$ cat config.mk
export PLATFORM = sky130hd
export DESIGN_NAME = rco_front
export DESIGN_NICKNAME = d
export VERILOG_FILES = /design/src/rtl/core/rco_pkg.sv /design/src/rtl/core/rco_front.sv
export SDC_FILE = /design/constraint.sdc
export NUM_CORES = 1
export LEC_CHECK = 0
export BUFFER_PORTS_ARGS = -buffer_cell sky130_fd_sc_hd__buf_2
export CORE_ASPECT_RATIO = 1.2
export CORE_MARGIN = 1.5
export CORE_UTILIZATION = 35
export DETAILED_ROUTE_END_ITERATION = 7
export GPL_ROUTABILITY_DRIVEN = 0
export PLACE_DENSITY = 0.6
export SLEW_MARGIN = 20
export SYNTH_ARGS = -nofsm -noshare
export SYNTH_HDL_FRONTEND = slang
export SYNTH_SLANG_ARGS = --single-unit
$ cat constraint.sdc
create_clock -name clk -period 7.15 [get_ports clk]
set_clock_uncertainty 0.1 [all_clocks]
set_input_delay 0.3575 -clock clk [delete_from_list [all_inputs] [get_ports clk]]
set_output_delay 0.3575 -clock clk [all_outputs]
set_load 0.02 [all_outputs]
$ cat src/rtl/core/rco_pkg.sv
// rco_pkg: widths, stage payload types and shape codes of the rectangle/circle
// overlap pipeline. No dependencies; used by every file under rtl/core.
`default_nettype none

package rco_pkg;

  // Coordinate width; sizes are one bit narrower and unsigned.
  localparam int COORD_BITS = 16;
  localparam int SIZE_BITS  = COORD_BITS - 1;
  localparam int EDGE_BITS  = COORD_BITS + 1;   // corner plus size
  localparam int MAG_BITS   = COORD_BITS;       // gap magnitude or radius term
  localparam int SQ_BITS    = 2 * MAG_BITS;
  localparam int SUM_BITS   = SQ_BITS + 1;

  // Stream packing.
  localparam int SHAPE_BITS     = 2 * COORD_BITS + 2 * SIZE_BITS;
  localparam int IN_FIELD_BITS  = 2 * SHAPE_BITS;
  localparam int IN_TDATA_BITS  = ((IN_FIELD_BITS + 7) / 8) * 8;
  localparam int IN_TUSER_BITS  = 2;
  localparam int OUT_TDATA_BITS = 8;

  // One shape as packed on tdata, x in the lowest bits.
  typedef struct packed {
    logic        [SIZE_BITS-1:0]  h;
    logic        [SIZE_BITS-1:0]  w;
    logic signed [COORD_BITS-1:0] y;
    logic signed [COORD_BITS-1:0] x;
  } geom_t;

  typedef enum logic [1:0] {
    MODE_RR = 2'd0,   // rectangle with rectangle
    MODE_CC = 2'd1,   // circle with circle
    MODE_RC = 2'd2    // rectangle with circle, either order
  } mode_t;

  // After stage 1: circle centre and the box it is measured against.
  typedef struct packed {
    mode_t                        mode;
    logic                         rr_hit;
    logic signed [COORD_BITS-1:0] cx;
    logic signed [COORD_BITS-1:0] cy;
    logic signed [EDGE_BITS-1:0]  lox;
    logic signed [EDGE_BITS-1:0]  hix;
    logic signed [EDGE_BITS-1:0]  loy;
    logic signed [EDGE_BITS-1:0]  hiy;
    logic        [MAG_BITS-1:0]   rt;
  } s1_t;

  // After stage 2: gap magnitudes on each axis.
  typedef struct packed {
    mode_t               mode;
    logic                rr_hit;
    logic [MAG_BITS-1:0] ex;
    logic [MAG_BITS-1:0] ey;
    logic [MAG_BITS-1:0] rt;
  } s2_t;

  // After stage 3: squares.
  typedef struct packed {
    mode_t              mode;
    logic               rr_hit;
    logic [SQ_BITS-1:0] sqx;
    logic [SQ_BITS-1:0] sqy;
    logic [SQ_BITS-1:0] sqr;
  } s3_t;

endpackage

`default_nettype wire

$ cat src/rtl/core/rco_front.sv
// rco_front: stage 1, unpacks both shapes, runs the box test and picks the
// centre/box pair for the distance path. Depends on rco_pkg.
`default_nettype none

module rco_front (
  input  wire logic                               clk,
  input  wire logic                               rst,
  input  wire logic                               en,
  input  wire logic                               in_valid,
  input  wire logic [rco_pkg::IN_FIELD_BITS-1:0]  fields,
  input  wire logic [rco_pkg::IN_TUSER_BITS-1:0]  kinds,
  output rco_pkg::s1_t                            s1,
  output logic                                    s1_valid
);

  rco_pkg::geom_t a;
  rco_pkg::geom_t b;
  logic signed [rco_pkg::EDGE_BITS-1:0] a_xlo, a_xhi, a_ylo, a_yhi;
  logic signed [rco_pkg::EDGE_BITS-1:0] b_xlo, b_xhi, b_ylo, b_yhi;
  logic         rr_sep;
  rco_pkg::s1_t s1_next;

  assign a = rco_pkg::geom_t'(fields[rco_pkg::SHAPE_BITS-1:0]);
  assign b = rco_pkg::geom_t'(fields[rco_pkg::IN_FIELD_BITS-1:rco_pkg::SHAPE_BITS]);

  // Span edges, one bit wider so corner + size cannot wrap.
  assign a_xlo = {a.x[rco_pkg::COORD_BITS-1], a.x};
  assign a_ylo = {a.y[rco_pkg::COORD_BITS-1], a.y};
  assign b_xlo = {b.x[rco_pkg::COORD_BITS-1], b.x};
  assign b_ylo = {b.y[rco_pkg::COORD_BITS-1], b.y};
  assign a_xhi = a_xlo + $signed({2'b00, a.w});
  assign a_yhi = a_ylo + $signed({2'b00, a.h});
  assign b_xhi = b_xlo + $signed({2'b00, b.w});
  assign b_yhi = b_ylo + $signed({2'b00, b.h});

  // Touching edges are not a separation.
  assign rr_sep = (a_xhi < b_xlo) || (a_xlo > b_xhi) ||
                  (a_yhi < b_ylo) || (a_ylo > b_yhi);

  always_comb begin
    s1_next        = '0;
    s1_next.rr_hit = !rr_sep;
    unique case ({kinds[1], kinds[0]})
      2'b00: begin
        s1_next.mode = rco_pkg::MODE_RR;
      end
      2'b11: begin
        // Circle pair: distance from centre a to the point at centre b.
        s1_next.mode = rco_pkg::MODE_CC;
        s1_next.cx   = a.x;
        s1_next.cy   = a.y;
        s1_next.lox  = b_xlo;
        s1_next.hix  = b_xlo;
        s1_next.loy  = b_ylo;
        s1_next.hiy  = b_ylo;
        s1_next.rt   = {1'b0, a.w} + {1'b0, b.w};
      end
      2'b10: begin
        // a rectangle, b circle
        s1_next.mode = rco_pkg::MODE_RC;
        s1_next.cx   = b.x;
        s1_next.cy   = b.y;
        s1_next.lox  = a_xlo;
        s1_next.hix  = a_xhi;
        s1_next.loy  = a_ylo;
        s1_next.hiy  = a_yhi;
        s1_next.rt   = {1'b0, b.w};
      end
      2'b01: begin
        // a circle, b rectangle
        s1_next.mode = rco_pkg::MODE_RC;
        s1_next.cx   = a.x;
        s1_next.cy   = a.y;
        s1_next.lox  = b_xlo;
        s1_next.hix  = b_xhi;
        s1_next.loy  = b_ylo;
        s1_next.hiy  = b_yhi;
        s1_next.rt   = {1'b0, a.w};
      end
      default: begin
        s1_next.mode = rco_pkg::MODE_RR;
      end
    endcase
  end

  always_ff @(posedge clk) begin
    if (rst) begin
      s1_valid <= 1'b0;
    end else if (en) begin
      s1_valid <= in_valid;
    end
  end

  always_ff @(posedge clk) begin
    if (en) begin
      s1 <= s1_next;
    end
  end

endmodule

`default_nettype wire

==> reports/results.ini, run 1 <==
[synthesis]
yosysWarnings=0
synth_cell_types=62
syn_nets=1395
synth_top_flop_cell=edfxtp_1
synthCells=1114
ys_seq_area_frac=0.3403
async_flop_share=0
ys_seq_elements=118
syn_area_um2=10380
syn_area_per_cell_um2=9.321
synth_edf_count=117

[hold_path]
hp-start=in_valid
hold_class=primary input to flop
hold_depth=3
holdPathEnd=s1_valid

[setup_path]
arrival_ns=4.01
worstRegToRegCells=2
cp-end-kind=flop
cp_data_required_time_ns=7.31
reg2reg_slack_ns=6.47
worstReg2RegStart=s1_valid
r2r-end=s1_valid
path_max_fanout=5
path_class=primary input to flop
cp-start-kind=primary input

[finish]
nets=1618
fillers=2863
antennaDiodeCount=0
final_common_cell=buf_2
stdcell_count=1733
syn_to_final_growth_pct=21.21
final_cell_mix=buf_2, nor2_1, ha_1
drive_gt1_frac=0.2196

[place]
dpl.hpwl_mm=25.00
port_buffers=249
dp.cells=1702
preCtsSetupSlack_ns=2.912

[cts]
cts_inserted_buffers=17
cts_sinks=118
ctsHtreeMaxLevel=4
post_cts_buffers=0
cts-root-buf=clkbuf_16
clk_latency_ns=0.42
clk_path_buf_depth=2
cts_resized=0
clk_pin_slew_ns=0.05
cts_tree=done

[grt]
gr-usage-all-layers=0.2132
grt_antenna_before_repair=0
overflow=0
grt_pass1_vias=9550
grt_first_pass_wirelength_mm=50.93
grt_max_degree=82

[timing]
max_slew.worst_pin.slew_ns=0.9560
slew_violations=0
fin_crit_sh=0.5390
finalSetupTns_ns=0
rsz0062_at_grt=false
period_needed_ns=3.854
slew_headroom=0.3627
setup_ws_ns=3.296
hold_viol=0
max_freq_ghz=0.2595
finalSetupViolCount=0

[floorplanning]
coreArea_um2=29010
start_util=0.3579
die_height_um=191.7
ioPinCount=250
die_area_um2=30710
die_w_um=160.2
core.rowCount=68

[power_and_ir_drop]
p_sw_frac=0.3405
power.leakage_uw=0.005677
comb_power_share=0.350
internal-power_uw=1787
seqPwrFrac=0.319
power_frac_clock=0.331
p_sw_uw=922.7
powerDensity_nw_per_um2=215.3
ir_drop_mv=0.1516

[route]
viasPerCell=5.565
dr_total_vias=9645
routedWlPerCell_um=19.14
detail_route.iter0.violations=793
drt_first_pass_iters=5
wl_mm=33.16
antenna_left=0
drc_errors=0

[job]
maxCapViolCount=0

[outcome]
status=complete, no violations

metrics by stage:
step	cell area [um2]	hold slack [ns]	utilization	power [uW]
floorplan	10380	0.3299	-	1515
global placement	11980	0.3691	0.4131	1812
detailed placement	11980	0.3853	0.4131	1822
CTS	12590	0.05151	0.4338	2731
global route	12590	0.1115	0.4338	2860
finish	12590	0.07170	0.4338	2710
power groups by stage:
stage / combinational, uW / clock, uW / sequential [uW]
floorplan: 542 / 0 / 972
global placement: 933 / 0 / 879
detailed placement: 943 / 0 / 880
CTS: 949 / 915 / 867
global route: 1050 / 939 / 872
finish: 948 / 896 / 865
registers in the layout, indices dropped and copies added, names as in the netlist:
signal	cells
s1	117
s1_valid	1
layer usage:
layer	routed length [um]	GRT usage	share of wire	up-vias
li1	-	-	-	4671
met1	13790	0.2507	0.42	4611
met2	16970	0.3911	0.51	321
met3	1658	0.03325	0.050	42
met4	743	0.07764	0.022	0
met5	0	0	0	-
Yosys cell counts (10+ instances only):
cell type	number	share of area
a21oi_1	69	0.033
nor2_1	150	0.054
ha_1	146	0.18
o21a_1	11	0.0080
a222oi_1	23	0.022
xor2_1	30	0.025
edfxtp_1	117	0.34
a211oi_1	13	0.0094
nand4_1	13	0.0078
inv_1	68	0.025
nand3_1	19	0.0092
nand2_1	57	0.021
o21ai_0	50	0.024
nand2b_1	16	0.0096
xnor2_1	36	0.030
a22oi_1	74	0.054
a21o_1	39	0.028
a221oi_1	13	0.011
clkbuf_1	45	0.016
a31oi_1	10	0.0060
final cells by class:
type	count	area (um2)	share of cell area
Inverter	68	255.2	0.02028
Tap cell	385	481.7	0.03827
Sequential cell	118	3533	0.2807
Multi-Input combinational cell	876	6420	0.5101
Timing Repair Buffer	256	1304	0.1036
Clock inverter	11	158.9	0.01263
Clock buffer	19	432.9	0.03440
critical path: stages:
cell,delay (ns)
buf_2,0.13
ha_1,0.25
fa_1,0.45
a211oi_1,0.38
o21ai_0,0.21
a31oi_1,0.31
o21ai_1,0.20
nand2b_1,0.13
nand2_1,0.07
xnor2_1,0.14
ha_1,0.29
a21o_1,0.16
a211oi_1,0.25
o21ai_0,0.12
a21o_1,0.17
a31o_2,0.24
a211oi_1,0.15
kinds of logic after synthesis:
group / Yosys count / share of synthesized area
AO/OA/AOI/OAI: 365 / 0.2474
AND/OR/NAND/NOR: 289 / 0.1221
adder cells (fa/ha/maj): 151 / 0.1856
buffers and inverters: 120 / 0.04410
flip-flops: 118 / 0.3403
XOR/XNOR: 66 / 0.05567
multiplexers: 5 / 0.004940
timing repair:
action | 4_1_cts | 5_1_grt
hold buffers | 1 | 0
endpoints found under the hold margin | 1 | 0
setup endpoints to repair | 0 | 0
worst max path at each step:
| stage | startpoint | slack [ns] | cells after the start | endpoint |
|---|---|---|---|---|
| global route | fields[78] | 3.07 | 17 | s1[116] |
| global placement | fields[78] | 3.02 | 17 | s1[116] |
| detailed placement | fields[78] | 2.91 | 17 | s1[116] |
| finish | fields[78] | 3.30 | 17 | s1[116] |
| floorplan | fields[78] | 3.53 | 16 | s1[116] |
| CTS | fields[78] | 3.34 | 17 | s1[116] |
(Power assumes the default switching activity.)
==> inputs of run 2 (changes only) <==
==> constraint.sdc (replaced) <==
create_clock -name clk -period 3.6 [get_ports clk]
set_clock_uncertainty 0.1 [all_clocks]
set_input_delay 0.18 -clock clk [delete_from_list [all_inputs] [get_ports clk]]
set_output_delay 0.18 -clock clk [all_outputs]
set_load 0.02 [all_outputs]
==> run 2 against run 1 <==
Worst setup slack worse by 3.1 ns; final cell count is 5.7% higher; clock-buffer cell count stayed put; flip-flop and latch count stayed put; critical path type unchanged; critical endpoint unchanged.
==> reports/results.ini, run 2 (same netlist as run 1, synthesis figures left out) <==
[cts]
clk_pin_slew_ns=0.06
cts_inserted_buffers=17
clk_latency_ns=0.43
cts-root-buf=clkbuf_16
ctsHtreeMaxLevel=4
cts_sinks=118
cts_tree=done
post_cts_buffers=0
clk_path_buf_depth=2

[floorplanning]
die_w_um=160.2
core.rowCount=68
start_util=0.3579
ioPinCount=250
die_area_um2=30710
die_height_um=191.7
coreArea_um2=29010

[route]
drt_first_pass_iters=8
drc_errors=0
detail_route.iter0.violations=830
wl_mm=34.06
viasPerCell=5.474
routedWlPerCell_um=18.59
antenna_left=0
dr_total_vias=10029

[finish]
antennaDiodeCount=0
largest_reg_flops=117
nets=1716
fin_area_um2=13340
largest-register=s1
stdcell_count=1832
final_cell_mix=buf_2, nor2_1, ha_1
fillers=2852
syn_to_final_growth_pct=28.46
final_common_cell=buf_2
drive_gt1_frac=0.2723
reg.largest.list=s1 x117, s1_valid x1

[job]
maxCapViolCount=0

[timing]
finalSetupViolCount=0
hold_viol=0
fin_crit_sh=0.9432
max_freq_ghz=0.2945
slew_headroom=0.3644
max_slew.worst_pin.slew_ns=0.9523
setup_ws_ns=0.2046
rsz0062_at_grt=false
period_needed_ns=3.395
slew_violations=0
hold_slack_ns=0.03611

[setup_path]
slowest_stage=a2111oi_0
crit_path_cell_trace=buf_2, ha_1, a2111oi_0, a22oi_1, a21oi_1, buf_4, o21ai_1, xor2_1, ha_1, a21o_1, a211oi_1, nand2_1, a311oi_1, or3_1, a211oi_1
path_class=primary input to flop
critical_path.max_stage_delay_ns=0.46
cp-start-kind=primary input
path_max_fanout=3
cp_data_required_time_ns=3.68
cp-end-kind=flop
arrival_ns=3.48

[power_and_ir_drop]
ir_drop_mv=0.2884
powerDensity_nw_per_um2=410.9
total_power_uw=5481
comb_power_share=0.377
power.leakage_uw=0.006151
p_sw_frac=0.3398
internal-power_uw=3619
seqPwrFrac=0.314
p_sw_uw=1863
power_frac_clock=0.310

[place]
dp.cells=1799
dpl.hpwl_mm=26.11
place_area_um2=12740
preCtsSetupSlack_ns=-0.3621
port_buffers=249

[grt]
grt_pass1_vias=9779
grt_antenna_before_repair=1
grt_max_degree=66
gr-usage-all-layers=0.2197
grt_first_pass_wirelength_mm=52.05
overflow=0

[outcome]
status=complete, no violations

[hold_path]
hold_class=primary input to flop

[run 2: cell count changes in the layout (fill, tap and decap cells not counted)]
cell,before,now
bufinv_16,4,3
a211oi_2,0,1
clkinv_1,2,4
dlygate4sd3_1,1,2
a31oi_1,10,9
buf_4,7,102
a2111oi_1,0,1
a211oi_1,13,12
buf_12,0,2
a31oi_2,0,1
a2111oi_0,2,1
[run 2: layout make-up]
class,count,area [um2],area share
Timing Repair Buffer,354,2067,0.1550
Multi-Input combinational cell,876,6432,0.4822
Inverter,68,255.2,0.01914
Tap cell,385,481.7,0.03611
Sequential cell,118,3533,0.2649
Clock inverter,12,136.4,0.01022
Clock buffer,19,432.9,0.03245
[run 2: through the flow]
stage               utilization  setup TNS [ns]
floorplan                     -               0
global placement         0.4390         -0.3426
detailed placement       0.4390         -0.3621
CTS                      0.4593               0
global route             0.4598               0
finish                   0.4598               0
[run 2: critical path: cells and delay by family]
kind / cells / cell delay, ns
AO/OA/AOI/OAI: 8 / 1.81
adder cells (fa/ha/maj): 2 / 0.65
AND/OR/NAND/NOR: 2 / 0.35
buffers and inverters: 2 / 0.28
XOR/XNOR: 1 / 0.20
[run 2: repair_timing]
action / 4_1_cts / 5_1_grt
hold endpoints to repair: 1 / 0
hold buffers: 2 / 0
endpoints found under the setup margin: 0 / 1
resized for setup: 0 / 3
[run 2: final timing paths]
path,start,endpoint,slack [ns],cells after the start
max,fields[8],s1[116],0.20,15
min,fields[83],s1[38],0.04,3
max reg2reg,s1_valid,s1_valid,2.36,3
min reg2reg,s1_valid,s1_valid,0.95,3
[run 2: power groups by stage]
stage	logic [uW]	registers (uW)	clock network [uW]
2_1_floorplan	1080	1930	0
3_3_place_gp	2030	1750	0
3_5_place_dp	2050	1750	0
4_1_cts	2060	1720	1740
5_1_grt	2280	1730	1790
6_report	2070	1720	1700
[run 2: metal layers]
layer	track usage	wire, um	vias to the layer above	part of all wire
met3	0.03736	1812	51	0.053
li1	-	-	4863	-
met4	0.07369	632	2	0.019
met2	0.4077	17790	342	0.52
met1	0.2550	13820	4771	0.41
met5	0	10	-	0.00029
